### config.mk
export PLATFORM = sky130hd
export DESIGN_NAME = bpfe_out_buf
export DESIGN_NICKNAME = d
export VERILOG_FILES = /design/src/hw/rtl/bpfe_pkg.sv /design/src/hw/rtl/bpfe_out_buf.sv
export SDC_FILE = /design/constraint.sdc
export NUM_CORES = 1
export LEC_CHECK = 0
export BUFFER_PORTS_ARGS = -buffer_cell sky130_fd_sc_hd__clkbuf_2
export CORE_UTILIZATION = 40
export CTS_BUF_LIST = sky130_fd_sc_hd__clkbuf_4 sky130_fd_sc_hd__clkbuf_8 sky130_fd_sc_hd__clkbuf_16
export CTS_CLUSTER_SIZE = 10
export DETAILED_ROUTE_END_ITERATION = 7
export PLACE_DENSITY = 0.71
export RECOVER_POWER = 50
export SLEW_MARGIN = 20
export SYNTH_ARGS = -nofsm -noshare
export SYNTH_HDL_FRONTEND = slang
export SYNTH_SLANG_ARGS = --single-unit
### constraint.sdc
create_clock -name clk -period 2.75 [get_ports clk]
set_clock_uncertainty 0.15 [all_clocks]
set_input_delay 0.55 -clock clk [delete_from_list [all_inputs] [get_ports clk]]
set_output_delay 0.55 -clock clk [all_outputs]
set_load 0.02 [all_outputs]
### src/hw/rtl/bpfe_pkg.sv
// Shared types and constants of the BMP pixel format expander.
`timescale 1ns / 1ps
`default_nettype none

package bpfe_pkg;

  localparam int DEF_MAX_WIDTH     = 4096;
  localparam int DEF_MAX_HEIGHT    = 4096;
  localparam int DEF_PALETTE_DEPTH = 256;

  localparam int DIM_W = 13;
  localparam int BIR_W = 16;

  localparam logic CMD_PIXEL   = 1'b0;
  localparam logic CMD_PALETTE = 1'b1;

  typedef enum logic [2:0] {
    MODE_1BPP = 3'd0,
    MODE_4BPP = 3'd1,
    MODE_8BPP = 3'd2,
    MODE_555  = 3'd3,
    MODE_565  = 3'd4,
    MODE_24   = 3'd5
  } mode_t;

  typedef enum logic [2:0] {
    REG_PIXEL_MODE   = 3'd0,
    REG_IMAGE_WIDTH  = 3'd1,
    REG_IMAGE_HEIGHT = 3'd2,
    REG_BLUE_MASK    = 3'd3,
    REG_GREEN_MASK   = 3'd4,
    REG_RED_MASK     = 3'd5
  } cfg_reg_t;

  typedef struct packed {
    mode_t             mode;
    logic [DIM_W-1:0]  width;
    logic [DIM_W-1:0]  height;
    logic [15:0]       blue_mask;
    logic [15:0]       green_mask;
    logic [15:0]       red_mask;
  } cfg_t;

  typedef struct packed {
    logic        is_write;
    mode_t       mode;
    logic [31:0] data;
    logic [7:0]  windex;
    logic [3:0]  count;
    logic        eor;
    logic        eoi;
  } job_t;

  typedef struct packed {
    logic [7:0] blue;
    logic [7:0] green;
    logic [7:0] red;
    logic [7:0] alpha;
    logic       end_of_row;
    logic       end_of_image;
    logic       last;
  } pix_t;

  typedef struct packed {
    logic [1:0] count;
    logic       pop;
  } buf_stat_t;

endpackage

`default_nettype wire

### src/hw/rtl/bpfe_out_buf.sv
// Two-entry output buffer that absorbs the palette read latency.
`timescale 1ns / 1ps
`default_nettype none

module bpfe_out_buf import bpfe_pkg::*; (
  input  wire logic  clk,
  input  wire logic  rst,
  input  wire logic  push,
  input  wire pix_t  pix_in,
  output logic       out_valid,
  input  wire logic  out_ready,
  output pix_t       head,
  output buf_stat_t  stat
);

  pix_t       entry [2];
  logic       wr_ptr, rd_ptr;
  logic [1:0] count;
  logic       pop;

  assign out_valid  = count != 2'd0;
  assign pop        = out_valid && out_ready;
  assign head       = entry[rd_ptr];
  assign stat.count = count;
  assign stat.pop   = pop;

  always_ff @(posedge clk) begin
    if (rst) begin
      wr_ptr <= 1'b0;
      rd_ptr <= 1'b0;
      count  <= '0;
    end else begin
      if (push) begin
        wr_ptr <= !wr_ptr;
      end
      if (pop) begin
        rd_ptr <= !rd_ptr;
      end
      count <= count + {1'b0, push} - {1'b0, pop};
    end
  end

  always_ff @(posedge clk) begin
    if (push) begin
      entry[wr_ptr] <= pix_in;
    end
  end

endmodule

`default_nettype wire

==> results of run 1 <==
-- worst register-to-register path, stage by stage (launching register included) --
cell	delay [ps]
dfxtp_1	370
and2_0	1000
buf_4	360
-- per-layer routing --
layer | share of wire (%) | vias to the layer above | track usage (%)
met5 | 0 | - | 0
met4 | 2.3 | 0 | 8.49
met3 | 8.0 | 8 | 4.83
met2 | 50 | 52 | 21.3
met1 | 39 | 707 | 14.2
li1 | - | 681 | -
-- metrics by stage --
step / instance area, µm² / hold slack, ps / power [mW] / util (%) / setup WS (ps)
after floorplan: 2920 / 346 / 2.06 / - / 42.9
after global placement: 3400 / 414 / 2.22 / 49.0 / 847
final: 3580 / 257 / 3.06 / 51.6 / 487
after CTS: 3610 / 234 / 3.11 / 52.1 / 454
after detailed placement: 3400 / 430 / 2.23 / 49.0 / 834
after global routing: 3580 / 235 / 3.21 / 51.6 / 369
-- cell families (layout without fill, tap and decap cells) --
logic type | after synthesis | count (layout) | share of synthesized area, %
adder cells (fa/ha/maj) | 2 | 2 | 0.856
XOR/XNOR | 2 | 2 | 1.07
flip-flops | 75 | 75 | 75.3
multiplexers | 37 | 37 | 18.1
AND/OR/NAND/NOR | 8 | 8 | 1.46
buffers and inverters | 7 | 99 | 2.95
AO/OA/AOI/OAI | 1 | 1 | 0.257
-- cells in the final DEF, fill, tap and decap left out, drive strengths merged --
master    Yosys  layout
clkbuf        0      88
edfxtp       70      70
mux2         37      37
dfxtp         5       5
nor2          3       3
nor2b         3       3
clkinv        0       3
buf           5       3
inv           2       2
ha            2       2
bufinv        0       2
o21a          1       1
and2          1       1
or2           1       1
xnor2         1       1
xnor3         1       1
clkinvlp      0       1
-- state kept, by name, indices dropped and copies added, names as in the netlist, named ones only --
register / count
count: 2
rd_ptr: 1
entry: 70
wr_ptr: 1
-- power by group --
group	leakage, nW	switching, mW	internal, mW
logic	0.589	0.417	0.381
clock network	0.105	0.361	0.513
registers	0.699	0.0449	1.35
total	1.39	0.823	2.24
-- worst max path at each step --
stage | start | slack, ps | depth (start not counted) | to
detailed placement | register | 830 | 3 | head[0]
finish | register | 490 | 3 | head[3]
global route | push | 370 | 3 | entry[1][31]
floorplan | push | 40 | 1 | entry[0][0]
global placement | register | 850 | 3 | head[3]
CTS | register | 450 | 3 | head[0]
-- area by class of cell --
type | count | share of cell area [%]
well taps | 96 | 3.35
flip-flops and latches | 75 | 61.5
clock inverters | 6 | 2.24
multi-input cells | 50 | 17.8
inverters | 2 | 0.210
clock buffers | 10 | 3.67
repair buffers | 81 | 11.2
==> flow_summary.yaml, run 1 <==
global_route:
  grt-ovfl-total: 0
  grt_pass1_wl_mm: 7.04
  grt_max_degree: 36
  antenna_found_initial: 0
  grt_pass1_vias: 1512
  grtUsageTotal_pct: 13.0
timing:
  timing.final.max_slew_violations: 0
  min_period_ps: 2260
  final_hold_viol_count: 0
  relSlewSlack_pct: 14.0
  rsz0062_at_grt: "no"
  tns_ps: 0
  fmax_ghz: 0.442
  tightest_slew_ps: 1290
  final-setup-viol-count: 0
  finalCritPeriodShare_pct: 82.3
floorplanning:
  fp.dieArea_um2: 7660
  die_w_um: 87.5
  initial_core_util_pct: 42.1
  fp.dieH_um: 87.5
  num_io_pins: 78
  rows: 30
  core-area_um2: 6940
synthesis:
  netlist_top_cells_area: "edfxtp_1 (72%), mux2_4 (15%), dfxtp_1 (3.4%)"
  synth_flop_cell: "edfxtp_1"
  synth_cell_types: 16
  synth_area_um2: 2920
  yosys.cell_count.top_type: "edfxtp_1"
  netlist_instances: 132
  yosys_warnings: 0
  yosys-top-cells-count: "edfxtp_1 (70), mux2_4 (30), mux2_2 (7)"
  synth_top_cell_area_share_pct: 71.9
  synth_edf_count: 70
  yosysTopAreaCell: "edfxtp_1"
  synth-seq-cells: 75
  avgSynthCellArea_um2: 22.2
  synth_async_sr_flop_share_pct: 0
  syn-num-nets: 173
  seq_area_frac_synth_pct: 75.3
layout:
  antenna_cells: 0
  synthToLayoutAreaGrowth_pct: 22.5
  fin_nets: 260
  drive_gt1_share_pct: 51.3
  fillers: 593
  stdcell_count: 320
  seqCellArea_um2: 2200
  multiInputGateArea_um2: 638
cts:
  tritoncts: "done"
  cts_resized: 0
  cts-root-buf: "clkbuf_8"
  cts_buffer_depth: 2
  cts_setup_buffers: 0
  clkTransAtPathRegs_ps: 70
  clkLatencyLatePin_ps: 330
  cts_hold_buf: 0
  ctsHtreeMaxLevel: 3
  clock_sinks: 75
  numCtsBuffers: 9
power_and_ir_drop:
  power_density_nw_per_um2: 856
  p_leak_nw: 1.39
  ir_drop_mv: 0.479
worst_setup_path:
  crit_path_top_delay_cell: "dfxtp_2"
  cp_num_buf_inv: 2
  r2r-end: "entry[1][32]"
  worstPathRequired_ps: 2050
  cp_top_family: "flip-flops"
  rr_worst_depth: 2
  cp_cell_sequence: "buf_12 > mux2_2 > clkbuf_2"
  cp_slowest_stage_delay_ps: 430
  arrival_ps: 1560
  cp-start-kind: "register"
  critical_path.max_fanout: 30
  path_class: "register to primary output"
  r2r_slack_ps: 570
  endpoint_kind: "primary output"
  r2r_start: "wr_ptr"
placement:
  post-place-cells: 304
  port_buffers: 77
  gp_congestion: 0.655
  hpwl_mm: 3.15
hold_path:
  min_from: "pix_in[7]"
  whs_path_depth: 1
  hold_end: "entry[1][7]"
  hold_class: "primary input to register"
route:
  post_drt_wl_per_cell_um: 14.5
  totalWireLength_mm: 4.65
  drtPass1Iterations: 4
  drcViolationCount: 0
  drt_iter0_drc: 46
  ant_nets: 0
  via_per_inst: 4.53
  num_vias: 1448
flow_run:
  cap_violations: 0
run_status:
  status: "finished, final reports clean"
(Power assumes the default switching activity.)
==> run 2, diff against run 1 <==
PLACE_DENSITY = 0.68   (was 0.71)
clock period = 2.4 ns   (was 2.75 ns; I/O delays follow)
==> flow_summary.yaml, run 2 (synthesis gave the netlist of run 1 again) <==
timing:
  min_period_ps: 2250
  final_hold_viol_count: 0
  finalCritPeriodShare_pct: 93.6
  rsz0062_at_grt: "no"
  timing.final.max_slew_violations: 0
  relSlewSlack_pct: 38.4
  tightest_slew_ps: 924
  final-setup-viol-count: 0
  worst_slack_ps: 153
  fmax_ghz: 0.445
  tns_ps: 0
layout:
  synthToLayoutAreaGrowth_pct: 23.0
  fin_area_um2: 3600
  largest-register: "entry"
  antenna_cells: 0
  largest_reg_flops: 70
  reg_top3: "entry: 70 flops, count: 2 flops"
  final_common_cell: "edfxtp_1"
  layout_common_cells: "edfxtp_1 (70), clkbuf_2 (59), mux2_4 (30), clkbuf_1 (19), clkbuf_8 (9)"
  fillers: 577
  fin_nets: 262
  drive_gt1_share_pct: 53.1
floorplanning:
  initial_core_util_pct: 42.1
  num_io_pins: 78
  fp.dieArea_um2: 7660
  core-area_um2: 6940
  die_w_um: 87.5
  rows: 30
  fp.dieH_um: 87.5
placement:
  port_buffers: 77
  gp_congestion: 0.662
  place_area_um2: 3440
  post-place-ws_ps: 501
  hpwl_mm: 3.05
worst_setup_path:
  arrival_ps: 1620
  endpoint_kind: "primary output"
  path_class: "register to primary output"
  r2r_start: "wr_ptr"
  cp-start-kind: "register"
  worstPathRequired_ps: 1770
  critical_path.max_fanout: 16
power_and_ir_drop:
  ir_drop_mv: 0.598
  power_density_nw_per_um2: 961
  p_leak_nw: 1.41
global_route:
  grtUsageTotal_pct: 12.4
  grt_pass1_wl_mm: 6.55
  grt_max_degree: 36
  grt-ovfl-total: 0
  grt_pass1_vias: 1394
  antenna_found_initial: 0
cts:
  numCtsBuffers: 9
  clock_sinks: 75
  clkLatencyLatePin_ps: 330
  cts-root-buf: "clkbuf_8"
  cts_hold_buf: 0
  cts_buffer_depth: 2
  clkTransAtPathRegs_ps: 80
  tritoncts: "done"
  ctsHtreeMaxLevel: 3
  cts_resized: 0
  cts_setup_buffers: 0
route:
  drtPass1Iterations: 5
  totalWireLength_mm: 4.56
  drcViolationCount: 0
  wl_met3_um: 269
  highest_layer: "met4"
  met1_length_mm: 1.97
  drt_iter0_drc: 51
  via_per_inst: 4.48
  num_vias: 1442
  ant_nets: 0
  wl_met2_mm: 2.22
  post_drt_wl_per_cell_um: 14.2
flow_run:
  cap_violations: 0
run_status:
  status: "finished, final reports clean"
hold_path:
  min_from: "pix_in[29]"
  hold_class: "primary input to register"
run 2: layer usage:
layer	GRT usage (%)	vias to the layer above
met1	14.8	692
met4	8.05	0
met5	0	-
li1	-	689
met2	19.0	53
met3	4.55	8
run 2: cell type report:
class | instances | area (µm²) | share of cell area, %
clock inverter | 7 | 68.8 | 1.91
multi-input combinational | 50 | 644 | 17.9
tap | 96 | 120 | 3.34
sequential | 75 | 2200 | 61.3
inverter | 2 | 7.51 | 0.209
timing repair buffer | 83 | 429 | 11.9
clock buffer | 9 | 124 | 3.44
run 2: metrics by stage:
stage	hold WS [ps]	cells	power [mW]	util (%)
2_1_floorplan	365	132	2.36	-
3_3_place_gp	411	306	2.57	49.6
3_5_place_dp	426	306	2.59	49.6
4_1_cts	159	322	3.51	52.4
5_1_grt	154	322	3.62	51.8
6_report	178	322	3.46	51.8
run 2: critical path: stages, from the launching register on:
cell	delay, ps
dfxtp_2	550
buf_12	220
mux2_2	350
clkbuf_2	150
run 2: final timing paths:
check,end,cells after the start,slack [ps]
setup / recovery,head[34],3,150
hold / removal,entry[0][29],1,180
setup reg to reg,entry[0][15],2,700
hold reg to reg,wr_ptr,2,440
run 2: power by group:
group / switching (mW) / internal (mW) / leakage (nW)
clock: 0.447 / 0.476 / 0.0966
sequential: 0.0645 / 1.54 / 0.699
combinational: 0.471 / 0.456 / 0.612
