`config.mk`:
```
export PLATFORM = sky130hd
export DESIGN_NAME = bpfe_front
export DESIGN_NICKNAME = d
export VERILOG_FILES = /design/src/hw/rtl/bpfe_pkg.sv /design/src/hw/rtl/bpfe_front.sv
export SDC_FILE = /design/constraint.sdc
export NUM_CORES = 1
export LEC_CHECK = 0
export BUFFER_PORTS_ARGS = -buffer_cell sky130_fd_sc_hd__buf_2
export CORE_AREA = 8 8 144 146
export CTS_BUF_LIST = sky130_fd_sc_hd__clkbuf_16
export CTS_CLUSTER_DIAMETER = 40
export DETAILED_ROUTE_END_ITERATION = 6
export DIE_AREA = 0 0 152 154
export PLACE_DENSITY = 0.82
export SYNTH_ARGS = -nofsm -noshare
export SYNTH_HDL_FRONTEND = slang
export SYNTH_SLANG_ARGS = --single-unit
export TNS_END_PERCENT = 10
```
`constraint.sdc`:
```
create_clock -name clk -period 17.65 [get_ports clk]
set_clock_uncertainty 0.15 [all_clocks]
set_input_delay 0 -clock clk [delete_from_list [all_inputs] [get_ports clk]]
set_output_delay 0 -clock clk [all_outputs]
set_load 0.02 [all_outputs]
```
`src/hw/rtl/bpfe_pkg.sv`:
```
// Shared types and constants of the BMP pixel format expander.
`timescale 1ns / 1ps
`default_nettype none

package bpfe_pkg;

  localparam int DEF_MAX_WIDTH     = 4096;
  localparam int DEF_MAX_HEIGHT    = 4096;
  localparam int DEF_PALETTE_DEPTH = 256;

  localparam int DIM_W = 13;
  localparam int BIR_W = 16;

  localparam logic CMD_PIXEL   = 1'b0;
  localparam logic CMD_PALETTE = 1'b1;

  typedef enum logic [2:0] {
    MODE_1BPP = 3'd0,
    MODE_4BPP = 3'd1,
    MODE_8BPP = 3'd2,
    MODE_555  = 3'd3,
    MODE_565  = 3'd4,
    MODE_24   = 3'd5
  } mode_t;

  typedef enum logic [2:0] {
    REG_PIXEL_MODE   = 3'd0,
    REG_IMAGE_WIDTH  = 3'd1,
    REG_IMAGE_HEIGHT = 3'd2,
    REG_BLUE_MASK    = 3'd3,
    REG_GREEN_MASK   = 3'd4,
    REG_RED_MASK     = 3'd5
  } cfg_reg_t;

  typedef struct packed {
    mode_t             mode;
    logic [DIM_W-1:0]  width;
    logic [DIM_W-1:0]  height;
    logic [15:0]       blue_mask;
    logic [15:0]       green_mask;
    logic [15:0]       red_mask;
  } cfg_t;

  typedef struct packed {
    logic        is_write;
    mode_t       mode;
    logic [31:0] data;
    logic [7:0]  windex;
    logic [3:0]  count;
    logic        eor;
    logic        eoi;
  } job_t;

  typedef struct packed {
    logic [7:0] blue;
    logic [7:0] green;
    logic [7:0] red;
    logic [7:0] alpha;
    logic       end_of_row;
    logic       end_of_image;
    logic       last;
  } pix_t;

  typedef struct packed {
    logic [1:0] count;
    logic       pop;
  } buf_stat_t;

endpackage

`default_nettype wire

```
`src/hw/rtl/bpfe_front.sv`:
```
// Input stage: position counters, byte assembly and job generation.
`timescale 1ns / 1ps
`default_nettype none

module bpfe_front import bpfe_pkg::*; #(
  parameter int MAX_WIDTH     = DEF_MAX_WIDTH,
  parameter int MAX_HEIGHT    = DEF_MAX_HEIGHT,
  parameter int PALETTE_DEPTH = DEF_PALETTE_DEPTH
) (
  input  wire logic       clk,
  input  wire logic       rst,
  input  wire cfg_t       cfg,
  input  wire logic       in_valid,
  output logic            in_ready,
  input  wire logic       cmd,
  input  wire logic       first_byte,
  input  wire logic [7:0] source_byte,
  input  wire logic [7:0] palette_index,
  input  wire logic [31:0] palette_entry,
  output logic            job_valid,
  output job_t            job,
  input  wire logic       job_pop
);

  logic [DIM_W-1:0] column, column_next, col_e;
  logic [DIM_W-1:0] row, row_next, row_e;
  logic [BIR_W-1:0] byte_in_row, byte_in_row_next, bir_e;
  logic [15:0]      held_bytes, held_bytes_next, held_e;
  logic [1:0]       byte_phase, byte_phase_next, phase_e;
  logic             job_valid_next;
  job_t             job_next;

  logic             accept, mode_ok, col_ok, row_end, eor, eoi, pal_ok;
  logic [DIM_W-1:0] w, h;
  logic [DIM_W:0]   diff, col_sum;
  logic [3:0]       n;
  logic [15:0]      word;
  logic [23:0]      bgr;
  logic [17:0]      bits;
  logic [18:0]      bits_sum;
  logic [BIR_W-1:0] rowlen, bir_inc;

  assign in_ready = !job_valid || job_pop;
  assign accept   = in_valid && in_ready;
  assign pal_ok   = {24'd0, palette_index} < 32'(PALETTE_DEPTH);

  always_comb begin
    if (cfg.width == '0) begin
      w = DIM_W'(1);
    end else if ({19'd0, cfg.width} > 32'(MAX_WIDTH)) begin
      w = DIM_W'(MAX_WIDTH);
    end else begin
      w = cfg.width;
    end
    if (cfg.height == '0) begin
      h = DIM_W'(1);
    end else if ({19'd0, cfg.height} > 32'(MAX_HEIGHT)) begin
      h = DIM_W'(MAX_HEIGHT);
    end else begin
      h = cfg.height;
    end
  end

  always_comb begin
    case (cfg.mode)
      MODE_1BPP:           bits = {5'd0, w};
      MODE_4BPP:           bits = {3'd0, w, 2'b00};
      MODE_8BPP:           bits = {2'd0, w, 3'b000};
      MODE_555, MODE_565:  bits = {1'b0, w, 4'b0000};
      default:             bits = {1'b0, w, 4'b0000} + {2'd0, w, 3'b000};
    endcase
    bits_sum = {1'b0, bits} + 19'd31;
    rowlen   = {bits_sum[18:5], 2'b00};
  end

  always_comb begin
    col_e   = first_byte ? '0 : column;
    row_e   = first_byte ? '0 : row;
    bir_e   = first_byte ? '0 : byte_in_row;
    held_e  = first_byte ? '0 : held_bytes;
    phase_e = first_byte ? '0 : byte_phase;

    col_ok  = col_e < w;
    diff    = {1'b0, w} - {1'b0, col_e};
    word    = {source_byte, held_e[7:0]};
    n       = '0;
    bgr     = '0;
    mode_ok = 1'b1;
    held_bytes_next = held_e;
    byte_phase_next = phase_e;

    case (cfg.mode)
      MODE_1BPP: begin
        if (col_ok) begin
          n = (diff >= 14'd8) ? 4'd8 : diff[3:0];
        end
      end
      MODE_4BPP: begin
        if (col_ok) begin
          n = (diff >= 14'd2) ? 4'd2 : diff[3:0];
        end
      end
      MODE_8BPP: begin
        if (col_ok) begin
          n = 4'd1;
        end
      end
      MODE_555: begin
        if (col_ok) begin
          if (phase_e == 2'd0) begin
            held_bytes_next = {8'd0, source_byte};
            byte_phase_next = 2'd1;
          end else begin
            n = 4'd1;
            held_bytes_next = '0;
            byte_phase_next = 2'd0;
            bgr = {word[14:10], 3'b000, word[9:5], 3'b000, word[4:0], 3'b000};
          end
        end
      end
      MODE_565: begin
        if (col_ok) begin
          if (phase_e == 2'd0) begin
            held_bytes_next = {8'd0, source_byte};
            byte_phase_next = 2'd1;
          end else begin
            n = 4'd1;
            held_bytes_next = '0;
            byte_phase_next = 2'd0;
            bgr = {(word[15:11] & cfg.red_mask[15:11]), 3'b000,
                   (word[10:5] & cfg.green_mask[10:5]), 2'b00,
                   (word[4:0] & cfg.blue_mask[4:0]), 3'b000};
          end
        end
      end
      MODE_24: begin
        if (col_ok) begin
          if (phase_e == 2'd0) begin
            held_bytes_next = {8'd0, source_byte};
            byte_phase_next = 2'd1;
          end else if (phase_e == 2'd1) begin
            held_bytes_next = {source_byte, held_e[7:0]};
            byte_phase_next = 2'd2;
          end else begin
            n = 4'd1;
            held_bytes_next = '0;
            byte_phase_next = 2'd0;
            bgr = {source_byte, held_e[15:8], held_e[7:0]};
          end
        end
      end
      default: begin
        mode_ok = 1'b0;
      end
    endcase

    col_sum = {1'b0, col_e} + {{(DIM_W-3){1'b0}}, n};
    eor     = (n != 4'd0) && (col_sum == {1'b0, w});
    eoi     = eor && (row_e == (h - DIM_W'(1)));
    bir_inc = bir_e + BIR_W'(1);
    row_end = bir_inc >= rowlen;

    column_next      = col_sum[DIM_W-1:0];
    row_next         = row_e;
    byte_in_row_next = bir_inc;
    if (row_end) begin
      column_next      = '0;
      byte_in_row_next = '0;
      held_bytes_next  = '0;
      byte_phase_next  = '0;
      row_next         = (row_e + DIM_W'(1) >= h) ? '0 : row_e + DIM_W'(1);
    end
    if (!mode_ok) begin
      column_next      = col_e;
      row_next         = row_e;
      byte_in_row_next = bir_e;
      held_bytes_next  = held_e;
      byte_phase_next  = phase_e;
    end
  end

  always_comb begin
    job_next         = job;
    job_next.is_write = (cmd == CMD_PALETTE);
    job_next.mode    = cfg.mode;
    job_next.windex  = palette_index;
    job_next.count   = n;
    job_next.eor     = eor;
    job_next.eoi     = eoi;
    case (cfg.mode)
      MODE_1BPP, MODE_4BPP, MODE_8BPP: job_next.data = {24'd0, source_byte};
      default:                         job_next.data = {8'd0, bgr};
    endcase
    if (cmd == CMD_PALETTE) begin
      job_next.data  = palette_entry;
      job_next.count = '0;
    end

    job_valid_next = job_valid && !job_pop;
    if (accept) begin
      if (cmd == CMD_PALETTE) begin
        job_valid_next = pal_ok;
      end else begin
        job_valid_next = mode_ok && (n != 4'd0);
      end
    end
  end

  always_ff @(posedge clk) begin
    if (rst) begin
      column      <= '0;
      row         <= '0;
      byte_in_row <= '0;
      held_bytes  <= '0;
      byte_phase  <= '0;
      job_valid   <= 1'b0;
    end else begin
      job_valid <= job_valid_next;
      if (accept && cmd == CMD_PIXEL) begin
        column      <= column_next;
        row         <= row_next;
        byte_in_row <= byte_in_row_next;
        held_bytes  <= held_bytes_next;
        byte_phase  <= byte_phase_next;
      end
    end
  end

  always_ff @(posedge clk) begin
    if (accept) begin
      job <= job_next;
    end
  end

endmodule

`default_nettype wire

```
==> results.sh <==
export IMPL_grt_max_degree=74
export IMPL_vdd_ir_drop_max_mv=0.0521
export IMPL_clkPwrFrac=0.319
export IMPL_tns_ps=0
export IMPL_synth_warnings=0
export IMPL_postCtsSetupBuffers=0
export IMPL_holdWs_ps=10.0
export IMPL_synthMuxAreaShare=0.0141
export IMPL_worst_pin_slew_ps=1180
export IMPL_crit_path_max_fanout=12
export IMPL_post_dp_cell_area_sq_um=10400
export IMPL_ant_nets=0
export IMPL_final_max_slew_violation_count=0
export IMPL_synthSimpleGateAreaFrac=0.236
export IMPL_clk_pin_slew_ps=90
export IMPL_synthArstFlopShare=0
export IMPL_num_io_pins=183
export IMPL_die_height_um=154
export IMPL_vias=10377
export IMPL_synth_fa_ha_area_frac=0.0805
export IMPL_gp_congestion=0.943
export IMPL_crit_slowest_cell="a41oi_1"
export IMPL_first_pass_iters=7
export IMPL_relSlewSlack=0.209
export IMPL_clock_path_buffers=2
export IMPL_coreArea_sq_um=18500
export IMPL_cts_root_buf="clkbuf_16"
export IMPL_critical_path_class="in -> reg"
export IMPL_detail_route_vias_per_cell=6.40
export IMPL_overflow=0
export IMPL_worstPathArrival_ps=7170
export IMPL_synth_compound_area_share=0.263
export IMPL_synth_most_common_cell="nor2_1"
export IMPL_ys_seq_elements=111
export IMPL_cts_tree="yes"
export IMPL_yosysTopAreaCell="edfxtp_1"
export IMPL_avgSynthCellArea_sq_um=7.88
export IMPL_antenna_found_initial=0
export IMPL_drc=1
export IMPL_grt_setup_unrepaired="false"
export IMPL_first_iter_violations=1111
export IMPL_dp_hpwl_um=21400
export IMPL_drive_gt1_frac=0.143
export IMPL_synth_edf_count=50
export IMPL_p_sw_uw=233
export IMPL_clock_fmax_mhz=141
export IMPL_critical_path_most_common_cell="nor4_1"
export IMPL_p_comb_frac=0.268
export IMPL_start_util=0.521
export IMPL_grt_pass1_wl_um=50900
export IMPL_post_route_cell_area_sq_um=11400
export IMPL_finalCritPeriodShare=0.401
export IMPL_finalHoldViolCount=0
export IMPL_finalNetCount=1573
export IMPL_pwr_share_seq=0.413
export IMPL_clock_latency_ps=370
export IMPL_fp_row_count=50
export IMPL_grt_pass1_vias=9770
export IMPL_yosys_top_cells_area="edfxtp_1 (16%), dfxtp_1 (13%), ha_1 (7.4%)"
export IMPL_setup_slack_ps=10570
export IMPL_syn_inst=1219
export IMPL_worst_hold_path_type="in -> reg"
export IMPL_min_period_ps=7080
export IMPL_ys_seq_area_frac=0.283
export IMPL_yosys_top_cells_count="nor2_1 (132), a21oi_1 (110), nand2_1 (106), o21ai_0 (68), clkbuf_1 (67)"
export IMPL_synthXorXnorAreaFrac=0.0720
export IMPL_critPathLaunchType="input pin"
export IMPL_syn_nets=1410
export IMPL_synthFlopType="dfxtp_1"
export IMPL_grtUsageTotal=0.260
export IMPL_slowest_delay_ps=600
export IMPL_status="finished with violations"
export IMPL_wl_per_cell_um=19.4
export IMPL_dieArea_sq_um=23400
export IMPL_power_leakage_nw=4.64
export IMPL_switching_share=0.340
export IMPL_ctsResizeCount=0
export IMPL_synth_top_family_by_area="compound AO/OA/AOI/OAI gates"
export IMPL_power_density_nw_per_um2=60.0
export IMPL_yosys_area_top_type_share=0.156
export IMPL_setup_viol=0
export IMPL_port_buffers=150
export IMPL_place_ws_ps=10450
export IMPL_worstPathRequired_ps=17740
export IMPL_wl_um=31500
export IMPL_area_growth_pct=19.1
export IMPL_critPathCaptureType="flip-flop"
export IMPL_antenna_cells=0
export IMPL_p_int_uw=453
export IMPL_htreeDepth=3
export IMPL_maxCapViolations=0
export IMPL_yosysUniqueCellTypes=85
export IMPL_final_fill_count=1504
export IMPL_syn_cell_area_sq_um=9610
export IMPL_violations="DRC"
export IMPL_cts_made_buffers=9
export IMPL_clock_sinks=111
export IMPL_die_w_um=152
per-stage QoR:
step            util  instances  power, mW
5_1_grt        0.620       1621      0.711
3_3_place_gp   0.566       1536      0.450
2_1_floorplan      -       1219      0.403
4_1_cts        0.620       1621      0.678
3_5_place_dp   0.566       1536      0.453
6_report       0.620       1621      0.686
layer usage:
| layer | share of wire | track usage | vias up |
|---|---|---|---|
| met2 | 0.45 | 0.428 | 572 |
| met5 | 0 | 0 | - |
| met4 | 0.035 | 0.105 | 0 |
| met3 | 0.093 | 0.0547 | 101 |
| met1 | 0.42 | 0.327 | 4875 |
| li1 | - | - | 4829 |
logic make-up after synthesis:
| kind of cell | after synthesis |
|---|---|
| multiplexers | 13 |
| XOR/XNOR | 79 |
| adder cells (fa/ha/maj) | 60 |
| AO/OA/AOI/OAI | 379 |
| AND/OR/NAND/NOR | 449 |
| buffers and inverters | 127 |
| other | 1 |
| flip-flops | 111 |
sequential cells by signal, indices dropped and copies added (netlist names):
signal,count
row,13
byte_phase,2
job,50
held_bytes,16
column,13
job_valid,1
byte_in_row,16
worst paths after layout:
kind,endpoint,slack (ps),cells past startpoint,startpoint
worst min-delay path,job[47],10,1,cfg[75]
worst min register to register,held_bytes[13],330,2,held_bytes[13]
worst max-delay path,job[0],10570,25,cfg[63]
worst max register to register,job[0],10670,21,column[0]
worst max-delay path: cells and delay by family:
kind            cells  cell delay, ps
simple gates        7            1940
xor+xnor            1             240
buf+inv             3             440
fa+ha+maj           3             980
compound gates     11            3560
power by group through the flow:
stage | registers (mW) | logic (mW) | clock network [mW]
finish | 0.283 | 0.184 | 0.219
floorplan | 0.299 | 0.104 | 0
CTS | 0.283 | 0.178 | 0.217
global placement | 0.288 | 0.161 | 0
global route | 0.284 | 0.199 | 0.227
detailed placement | 0.289 | 0.165 | 0
timing repair:
item                                   in CTS  in global routing
setup endpoints to repair                   0                  0
hold buffers                               69                  0
endpoints found under the hold margin      55                  0
layout make-up:
cell class / count / area, sq um / share of cell area
Inverter: 51 / 191 / 0.0167
Timing Repair Buffer: 228 / 1510 / 0.132
Sequential cell: 111 / 2720 / 0.238
Tap cell: 234 / 293 / 0.0256
Clock inverter: 7 / 86.3 / 0.00755
Multi-Input combinational cell: 981 / 6410 / 0.561
Clock buffer: 9 / 225 / 0.0197
layout by cell type, fill, tap and decap left out, types with 9 or more instances in the layout:
cell           count
clkbuf_16          9
nand3_1           25
and2_1            14
buf_4              9
inv_1             49
dfxtp_1           61
dlygate4sd3_1     69
edfxtp_1          50
nor3_1            23
o21ai_0           68
a22oi_1           39
a221oi_1          13
a211oi_1          14
and3_1            22
xnor2_1           48
or3_1              9
a21oi_1          110
nand4_1           10
nand2_1          106
mux2i_1            9
ha_1              57
nor2b_1           43
xor2_1            31
o211ai_1           9
buf_2            150
nor2_1           132
nor4_1            15
nand2b_1          10
a21o_1            20
a31oi_1           12
Power figures use the tool's default switching activity.
