<file path="config.mk">
export PLATFORM = sky130hd
export DESIGN_NAME = bpfe_seq
export DESIGN_NICKNAME = d
export VERILOG_FILES = /design/src/hw/rtl/bpfe_pkg.sv /design/src/hw/rtl/bpfe_seq.sv
export SDC_FILE = /design/constraint.sdc
export NUM_CORES = 1
export LEC_CHECK = 0
export BUFFER_PORTS_ARGS = -buffer_cell sky130_fd_sc_hd__buf_4
export CORE_ASPECT_RATIO = 1.75
export CORE_UTILIZATION = 42
export CTS_CLUSTER_DIAMETER = 80
export CTS_CLUSTER_SIZE = 24
export DETAILED_ROUTE_END_ITERATION = 10
export PLACE_DENSITY = 0.86
export SKIP_LAST_GASP = 1
export SYNTH_ARGS = -nofsm -noshare
export SYNTH_HDL_FRONTEND = slang
export SYNTH_SLANG_ARGS = --single-unit
export TNS_END_PERCENT = 20
</file>
<file path="constraint.sdc">
create_clock -name clk -period 3.4 [get_ports clk]
set_input_delay 0.17 -clock clk [delete_from_list [all_inputs] [get_ports clk]]
set_output_delay 0.17 -clock clk [all_outputs]
set_load 0.005 [all_outputs]
</file>
<file path="src/hw/rtl/bpfe_pkg.sv">
// Shared types and constants of the BMP pixel format expander.
`timescale 1ns / 1ps
`default_nettype none

package bpfe_pkg;

  localparam int DEF_MAX_WIDTH     = 4096;
  localparam int DEF_MAX_HEIGHT    = 4096;
  localparam int DEF_PALETTE_DEPTH = 256;

  localparam int DIM_W = 13;
  localparam int BIR_W = 16;

  localparam logic CMD_PIXEL   = 1'b0;
  localparam logic CMD_PALETTE = 1'b1;

  typedef enum logic [2:0] {
    MODE_1BPP = 3'd0,
    MODE_4BPP = 3'd1,
    MODE_8BPP = 3'd2,
    MODE_555  = 3'd3,
    MODE_565  = 3'd4,
    MODE_24   = 3'd5
  } mode_t;

  typedef enum logic [2:0] {
    REG_PIXEL_MODE   = 3'd0,
    REG_IMAGE_WIDTH  = 3'd1,
    REG_IMAGE_HEIGHT = 3'd2,
    REG_BLUE_MASK    = 3'd3,
    REG_GREEN_MASK   = 3'd4,
    REG_RED_MASK     = 3'd5
  } cfg_reg_t;

  typedef struct packed {
    mode_t             mode;
    logic [DIM_W-1:0]  width;
    logic [DIM_W-1:0]  height;
    logic [15:0]       blue_mask;
    logic [15:0]       green_mask;
    logic [15:0]       red_mask;
  } cfg_t;

  typedef struct packed {
    logic        is_write;
    mode_t       mode;
    logic [31:0] data;
    logic [7:0]  windex;
    logic [3:0]  count;
    logic        eor;
    logic        eoi;
  } job_t;

  typedef struct packed {
    logic [7:0] blue;
    logic [7:0] green;
    logic [7:0] red;
    logic [7:0] alpha;
    logic       end_of_row;
    logic       end_of_image;
    logic       last;
  } pix_t;

  typedef struct packed {
    logic [1:0] count;
    logic       pop;
  } buf_stat_t;

endpackage

`default_nettype wire

</file>
<file path="src/hw/rtl/bpfe_seq.sv">
// Palette sequencer: one access per cycle unless held; data to pixel.
`timescale 1ns / 1ps
`default_nettype none

module bpfe_seq import bpfe_pkg::*; #(
  parameter int PALETTE_DEPTH = DEF_PALETTE_DEPTH,
  parameter int AW            = $clog2(PALETTE_DEPTH)
) (
  input  wire logic        clk,
  input  wire logic        rst,
  input  wire logic        job_valid,
  input  wire job_t        job,
  output logic             job_pop,
  input  wire buf_stat_t   stat,
  output logic             ram_we,
  output logic [AW-1:0]    ram_waddr,
  output logic [31:0]      ram_wdata,
  output logic             ram_re,
  output logic [AW-1:0]    ram_raddr,
  input  wire logic [31:0] ram_rdata,
  output logic             push,
  output pix_t             pix
);

  logic [2:0]  k, k_next;
  logic        s1_valid;
  logic        s1_pal, s1_alpha, s1_oor, s1_eor, s1_eoi, s1_last;
  logic [23:0] s1_bgr;

  logic        credit_ok, is_last, issue;
  logic [7:0]  idx;
  logic [31:0] e;

  assign credit_ok = ({1'b0, stat.count} + {2'b00, s1_valid}) <= (3'd1 + {2'b00, stat.pop});
  assign is_last   = ({1'b0, k} + 4'd1) == job.count;
  assign issue     = job_valid && !job.is_write && credit_ok;

  always_comb begin
    case (job.mode)
      MODE_1BPP: idx = {7'd0, job.data[3'd7 - k]};
      MODE_4BPP: idx = (k == 3'd0) ? {4'd0, job.data[7:4]} : {4'd0, job.data[3:0]};
      default:   idx = job.data[7:0];
    endcase
  end

  always_comb begin
    ram_we    = job_valid && job.is_write;
    ram_waddr = job.windex[AW-1:0];
    ram_wdata = job.data;
    ram_re    = issue;
    ram_raddr = idx[AW-1:0];
    job_pop   = ram_we || (issue && is_last);
    k_next    = k;
    if (issue) begin
      k_next = is_last ? 3'd0 : k + 3'd1;
    end
  end

  always_ff @(posedge clk) begin
    if (rst) begin
      k        <= '0;
      s1_valid <= 1'b0;
    end else begin
      k        <= k_next;
      s1_valid <= issue;
    end
  end

  always_ff @(posedge clk) begin
    if (issue) begin
      s1_pal   <= (job.mode == MODE_1BPP) || (job.mode == MODE_4BPP) ||
                  (job.mode == MODE_8BPP);
      s1_alpha <= job.mode == MODE_8BPP;
      s1_oor   <= {24'd0, idx} >= 32'(PALETTE_DEPTH);
      s1_bgr   <= job.data[23:0];
      s1_eor   <= job.eor && is_last;
      s1_eoi   <= job.eoi && is_last;
      s1_last  <= is_last;
    end
  end

  assign push = s1_valid;
  assign e    = s1_oor ? '0 : ram_rdata;

  always_comb begin
    if (s1_pal) begin
      pix.blue  = e[7:0];
      pix.green = e[15:8];
      pix.red   = e[23:16];
      pix.alpha = s1_alpha ? e[31:24] : 8'd0;
    end else begin
      pix.blue  = s1_bgr[7:0];
      pix.green = s1_bgr[15:8];
      pix.red   = s1_bgr[23:16];
      pix.alpha = 8'd0;
    end
    pix.end_of_row   = s1_eor;
    pix.end_of_image = s1_eoi;
    pix.last         = s1_last;
  end

endmodule

`default_nettype wire

</file>
==> impl_metrics.json, run 1 <==
{
  "synth_seq_cells": 33,
  "drv_slew": 0,
  "yosys_top_cell_area_share": 0.4123,
  "clk_pin_slew_ns": 0.07,
  "die_height_microns": 95.81,
  "p_int_mw": 0.8637,
  "top_count_cell_post_synth": "buf_4",
  "post_route_cells_drive_above_1_share": 0.6403,
  "max-cap-violations": 0,
  "grt_first_pass_wirelength_mm": 8.017,
  "holdCritStartpoint": "job[35]",
  "pre_cts_slack_ns": 1.035,
  "max-slew-margin-rel": 0.2609,
  "postcts_resize_cnt": 0,
  "first_global_vias": 1728,
  "timing.reg2reg.setup_slack_ns": 1.07,
  "yosysSeqAreaShare": 0.4502,
  "finalWorstPathRequiredPeriod_ns": 2.663,
  "totalNegativeSetupSlack_ns": 0,
  "core_area_sq_mm": 0.004748,
  "power_frac_comb": 0.228,
  "regToRegEndpoint": "s1_bgr[8]$_DFFE_PP_",
  "drt-wirelength-per-cell_microns": 16.19,
  "grt_start_max_net_pins": 33,
  "dpl.hpwl_mm": 4.317,
  "synthFlopType": "edfxtp_1",
  "place.gp.congestion": 0.7935,
  "remaining_drc_errors": 0,
  "endpoint_kind": "output port",
  "power_leakage_nw": 1.403,
  "grt_remaining_overflow": 0,
  "antenna-diode-count": 0,
  "yosys_warnings": 0,
  "synth_top_cells_by_count": "buf_4, edfxtp_1, mux2_2, and3_1",
  "critPathKind": "reg -> out",
  "clock_tree.buffer_depth": 2,
  "synth_edf_count": 29,
  "cts_setup_buffers": 0,
  "start_util": 0.4448,
  "dp_cells": 322,
  "cts_root_buffer": "clkbuf_8",
  "first_iter_violations": 21,
  "wirelength_mm": 5.343,
  "clkSinkCount": 33,
  "number_of_rows_created_at_floorplan": 33,
  "port-buffer-count": 142,
  "seq_power_share": 0.434,
  "antenna_violating_nets_post_route": 0,
  "clkLatencyLatePin_ns": 0.28,
  "hold_path_end": "s1_bgr[21]$_DFFE_PP_",
  "nets": 371,
  "finalHoldViolCount": 0,
  "synth.cell_area_sq_mm": 0.002112,
  "switching_share": 0.2174,
  "gr-usage-all-layers": 0.2014,
  "cp-start-kind": "flip-flop",
  "post_synth.cell_area_avg_sq_um": 12.07,
  "setup_ws_ns": 0.7373,
  "timing.fmax_ghz": 0.3756,
  "routed-via-count": 1729,
  "cts_htree_levels": 2,
  "clock_tree_from_tritoncts": "built",
  "synth_nets": 269,
  "worst_ir_drop_vdd_uv": 293.3,
  "area_leader_netlist": "edfxtp_1",
  "via_per_inst": 5.239,
  "syn_to_final_growth_pct": 42.89,
  "crit_path_max_fanout": 31,
  "worstMarginPinSlew_ns": 1.109,
  "p_per_area_mw_per_mm2": 365.7,
  "postSynthCellCount": 175,
  "whs_path_depth": 1,
  "synth_top_cells_by_area": "edfxtp_1, buf_4, mux2_2, dfxtp_1, ha_1",
  "whs_ns": 0.06777,
  "rsz_0062_raised_after_global_routing": "false",
  "critical_path_required_ns": 3.23,
  "min_path_type": "in -> reg",
  "design_power_total_mw": 1.104,
  "clock_power_share": 0.338,
  "cts-buffers-inserted": 5,
  "reg2regPathDepth": 7,
  "die-area_sq_mm": 0.005328,
  "final_min_period_over_clock_period": 0.7832,
  "final-setup-viol-count": 0,
  "drt_pre_antenna_iters": 4,
  "die_width_microns": 55.61,
  "filler_cell_count": 420,
  "fin_cells": 330,
  "number_of_antenna_violations_at_the_first_check_in_global_routing": 0,
  "total_switching_power_mw": 0.2399,
  "finClkSkew_ns": 0.007591,
  "arrival_ns": 2.49,
  "r2r_start": "push$_SDFF_PP0_",
  "synth-async-reset-ratio": 0,
  "netlist-cell-type-count": 39,
  "floorplan.io_pins": 175,
  "cts_hold_repair.buffers": 0,
  "status": "finished clean"
}
[cells by family (layout without fill, tap and decap cells)]
kind of cell	Yosys count	count (layout)	synth area share
flops	33	33	0.4502
fa+ha+maj	6	6	0.03910
compound gates	18	18	0.06813
buf+inv	55	158	0.1777
xor+xnor	3	3	0.01244
mux	27	27	0.1558
simple gates	33	33	0.09657
[per-layer routing]
layer,routed length [microns],track usage
met1,1628,0.1745
met4,339,0.1625
met3,378,0.03898
met5,0,0
met2,2997,0.3926
[power groups by stage]
stage	Sequential [mW]	Combinational, mW	Clock [mW]
after floorplan	0.479	0.131	0
after global placement	0.487	0.247	0
after CTS	0.479	0.255	0.381
after global routing	0.482	0.272	0.394
final	0.479	0.252	0.373
after detailed placement	0.488	0.254	0
[per-stage QoR]
step	cell area (sq um)	utilization
6_report	3018	0.6356
5_1_grt	3018	0.6356
4_1_cts	3018	0.6356
3_5_place_dp	2902	0.6111
3_3_place_gp	2902	0.6111
2_1_floorplan	2112	-
[area by class of cell]
cell class,count,area [sq um],area share
clock inverters,1,30.03,0.009950
repair buffers,143,1074,0.3557
inverters,7,26.28,0.008706
multi-input cells,87,785.8,0.2604
clock buffers,7,86.33,0.02861
flip-flops and latches,33,950.9,0.3151
well taps,52,65.06,0.02156
[registers in the layout, indices dropped and copies added (netlist names)]
name and flops:
s1_last 1, s1_pal 1, s1_eor 1, s1_eoi 1, s1_alpha 1, push 1, s1_bgr 24, k 3
[critical path: stages, from the launching register on]
cell and delay, ns:
dfxtp_1 0.35, ha_1 0.18, inv_1 0.06, fa_1 0.46, o31a_1 0.28, o21ai_1 0.35, inv_1 0.07, buf_4 0.26
buf_4 0.19
[placed cells by master (no fill, tap or decap), types with 2 or more instances in the layout]
| master | synthesis | final |
|---|---|---|
| nor2_1 | 2 | 2 |
| mux2_2 | 24 | 24 |
| or3_1 | 2 | 2 |
| buf_4 | 43 | 143 |
| inv_1 | 7 | 7 |
| and3_1 | 8 | 8 |
| xor2_1 | 2 | 2 |
| dfxtp_1 | 4 | 4 |
| and2_1 | 7 | 7 |
| a21oi_1 | 3 | 3 |
| nand3b_1 | 2 | 2 |
| a22o_1 | 7 | 7 |
| edfxtp_1 | 29 | 29 |
| clkbuf_8 | 0 | 6 |
| nor3b_1 | 2 | 2 |
| ha_1 | 5 | 5 |
| nand2_1 | 3 | 3 |
[worst max path at each step]
stage                          startpoint                 end  cells after the start
after detailed placement  push$_SDFF_PP0_              ram_re                      8
final                     push$_SDFF_PP0_              ram_re                      8
after CTS                 push$_SDFF_PP0_              ram_re                      8
after global routing      push$_SDFF_PP0_              ram_re                      8
after floorplan           push$_SDFF_PP0_  s1_alpha$_DFFE_PP_                      6
after global placement    push$_SDFF_PP0_              ram_re                      8
No activity file was read; power rests on OpenSTA's default activity.
==> run 2: changes to the inputs <==
CORE_UTILIZATION = 39   (was 42)
PLACE_DENSITY = 0.81   (was 0.86)
clock period = 2.75 ns   (was 3.4 ns; I/O delays follow)
==> impl_metrics.json, run 2 (synthesized netlist as in run 1, its figures left out) <==
{
  "finalHoldViolCount": 0,
  "layout.core_utilization": 0.5771,
  "pre_cts_slack_ns": 0.3980,
  "worst-path-stages": 8,
  "cts-buffers-inserted": 5,
  "clkLatencyLatePin_ns": 0.27,
  "finClkSkew_ns": 0.004205,
  "rsz_0062_raised_after_global_routing": "false",
  "drt_pre_antenna_iters": 9,
  "floorplan.io_pins": 175,
  "place.gp.congestion": 0.7764,
  "power_leakage_nw": 1.409,
  "critical_path_required_ns": 2.61,
  "cts_htree_levels": 2,
  "post_route_cells_drive_above_1_share": 0.6452,
  "final_common_cell": "buf_4",
  "filler_cell_count": 483,
  "die-area_sq_mm": 0.005726,
  "grt_remaining_overflow": 0,
  "die_height_microns": 99.35,
  "routed-via-count": 1704,
  "dpl.hpwl_mm": 4.439,
  "path_cells": "ha_1 -> inv_1 -> fa_1 -> nor3b_1 -> o21ai_2 -> inv_1 -> buf_4 -> buf_4",
  "start_util": 0.4019,
  "worstMarginPinSlew_ns": 0.5414,
  "timing.critical_path.buf_inv": 4,
  "grt_first_pass_wirelength_mm": 7.665,
  "port-buffer-count": 142,
  "arrival_ns": 2.41,
  "final-setup-viol-count": 0,
  "first_global_vias": 1600,
  "max-slew-margin-rel": 0.6391,
  "remaining_drc_errors": 17,
  "reg2regPathDepth": 7,
  "cp_top_family": "buffers and inverters",
  "largest-register": "s1_bgr",
  "endpoint_kind": "output port",
  "via_per_inst": 5.102,
  "cp_max_stage_delay_ns": 0.44,
  "totalNegativeSetupSlack_ns": 0,
  "drv_slew": 0,
  "clock_tree.buffer_depth": 2,
  "layout_common_cells": "buf_4, edfxtp_1, mux2_2",
  "cts_root_buffer": "clkbuf_8",
  "p_per_area_mw_per_mm2": 447.6,
  "drt-wirelength-per-cell_microns": 16.27,
  "min_path_type": "in -> reg",
  "whs_path_depth": 1,
  "final_min_period_over_clock_period": 0.9263,
  "clk_pin_slew_ns": 0.06,
  "violations_in_the_final_reports": "design-rule violations",
  "critPathKind": "reg -> out",
  "first_iter_violations": 52,
  "max-cap-violations": 0,
  "crit_path_max_fanout": 30,
  "status": "finished with violations",
  "cp-start-kind": "flip-flop",
  "timing.fmax_ghz": 0.3926,
  "cts_setup_buffers": 0,
  "grt_start_max_net_pins": 31,
  "biggestRegsByFlops": "s1_bgr: 24 flops, k: 3 flops",
  "number_of_rows_created_at_floorplan": 35,
  "syn_to_final_growth_pct": 43.60,
  "clkSinkCount": 33,
  "cts_hold_repair.buffers": 0,
  "finalWorstPathRequiredPeriod_ns": 2.547,
  "setup_ws_ns": 0.2027,
  "core_area_sq_mm": 0.005255,
  "antenna_violating_nets_post_route": 0,
  "cp_slowest_cell": "fa_1",
  "nets": 372,
  "wirelength_mm": 5.434,
  "antenna-diode-count": 0,
  "number_of_antenna_violations_at_the_first_check_in_global_routing": 0,
  "largest_register_ffs": 24,
  "die_width_microns": 57.63,
  "clock_tree_from_tritoncts": "built",
  "gr-usage-all-layers": 0.1837,
  "worst_ir_drop_vdd_uv": 270.5
}
## run 2: layout make-up
| type | count | area, sq um | share of cell area |
|---|---|---|---|
| Clock inverter | 1 | 30.03 | 0.009901 |
| Sequential cell | 33 | 950.9 | 0.3135 |
| Timing Repair Buffer | 144 | 1081 | 0.3564 |
| Multi-Input combinational cell | 87 | 789.5 | 0.2603 |
| Inverter | 7 | 26.28 | 0.008663 |
| Tap cell | 55 | 68.82 | 0.02269 |
| Clock buffer | 7 | 86.33 | 0.02847 |
## run 2: per-layer routing
metal / vias to the layer above / global-route usage / part of all wire / routed length (microns)
met5: - / 0 / 0 / 0
met4: 0 / 0.1388 / 0.045 / 246
met3: 22 / 0.03771 / 0.083 / 453
met2: 91 / 0.3515 / 0.57 / 3096
met1: 796 / 0.1567 / 0.30 / 1637
li1: 795 / - / - / -
## run 2: path summary, 6_finish.rpt
| check | from | endpoint | slack [ns] |
|---|---|---|---|
| setup / recovery | push$_SDFF_PP0_ | ram_re | 0.20 |
| setup reg to reg | push$_SDFF_PP0_ | s1_bgr[13]$_DFFE_PP_ | 0.46 |
| hold / removal | job[32] | s1_bgr[18]$_DFFE_PP_ | 0.05 |
| hold reg to reg | k[1]$_SDFFE_PP0P_ | k[1]$_SDFFE_PP0P_ | 0.58 |
## run 2: power breakdown
group / total, mW / switching [mW] / internal [mW]
Combinational: 0.316 / 0.117 / 0.199
Clock: 0.453 / 0.158 / 0.295
Sequential: 0.588 / 0.0138 / 0.574
## run 2: stage by stage
step	hold WS [ns]	cell area (sq um)	power, mW	cells
after CTS	0.03152	3029	1.378	334
after global placement	0.2751	2913	0.9110	326
after global routing	0.03098	3033	1.419	334
after floorplan	0.2066	2112	0.7537	175
after detailed placement	0.2751	2913	0.9177	326
final	0.04540	3033	1.357	334
## run 2: repair_timing
item	in CTS	in global routing
gates resized for setup	0	1
hold endpoints to repair	0	0
setup endpoints to repair	0	1
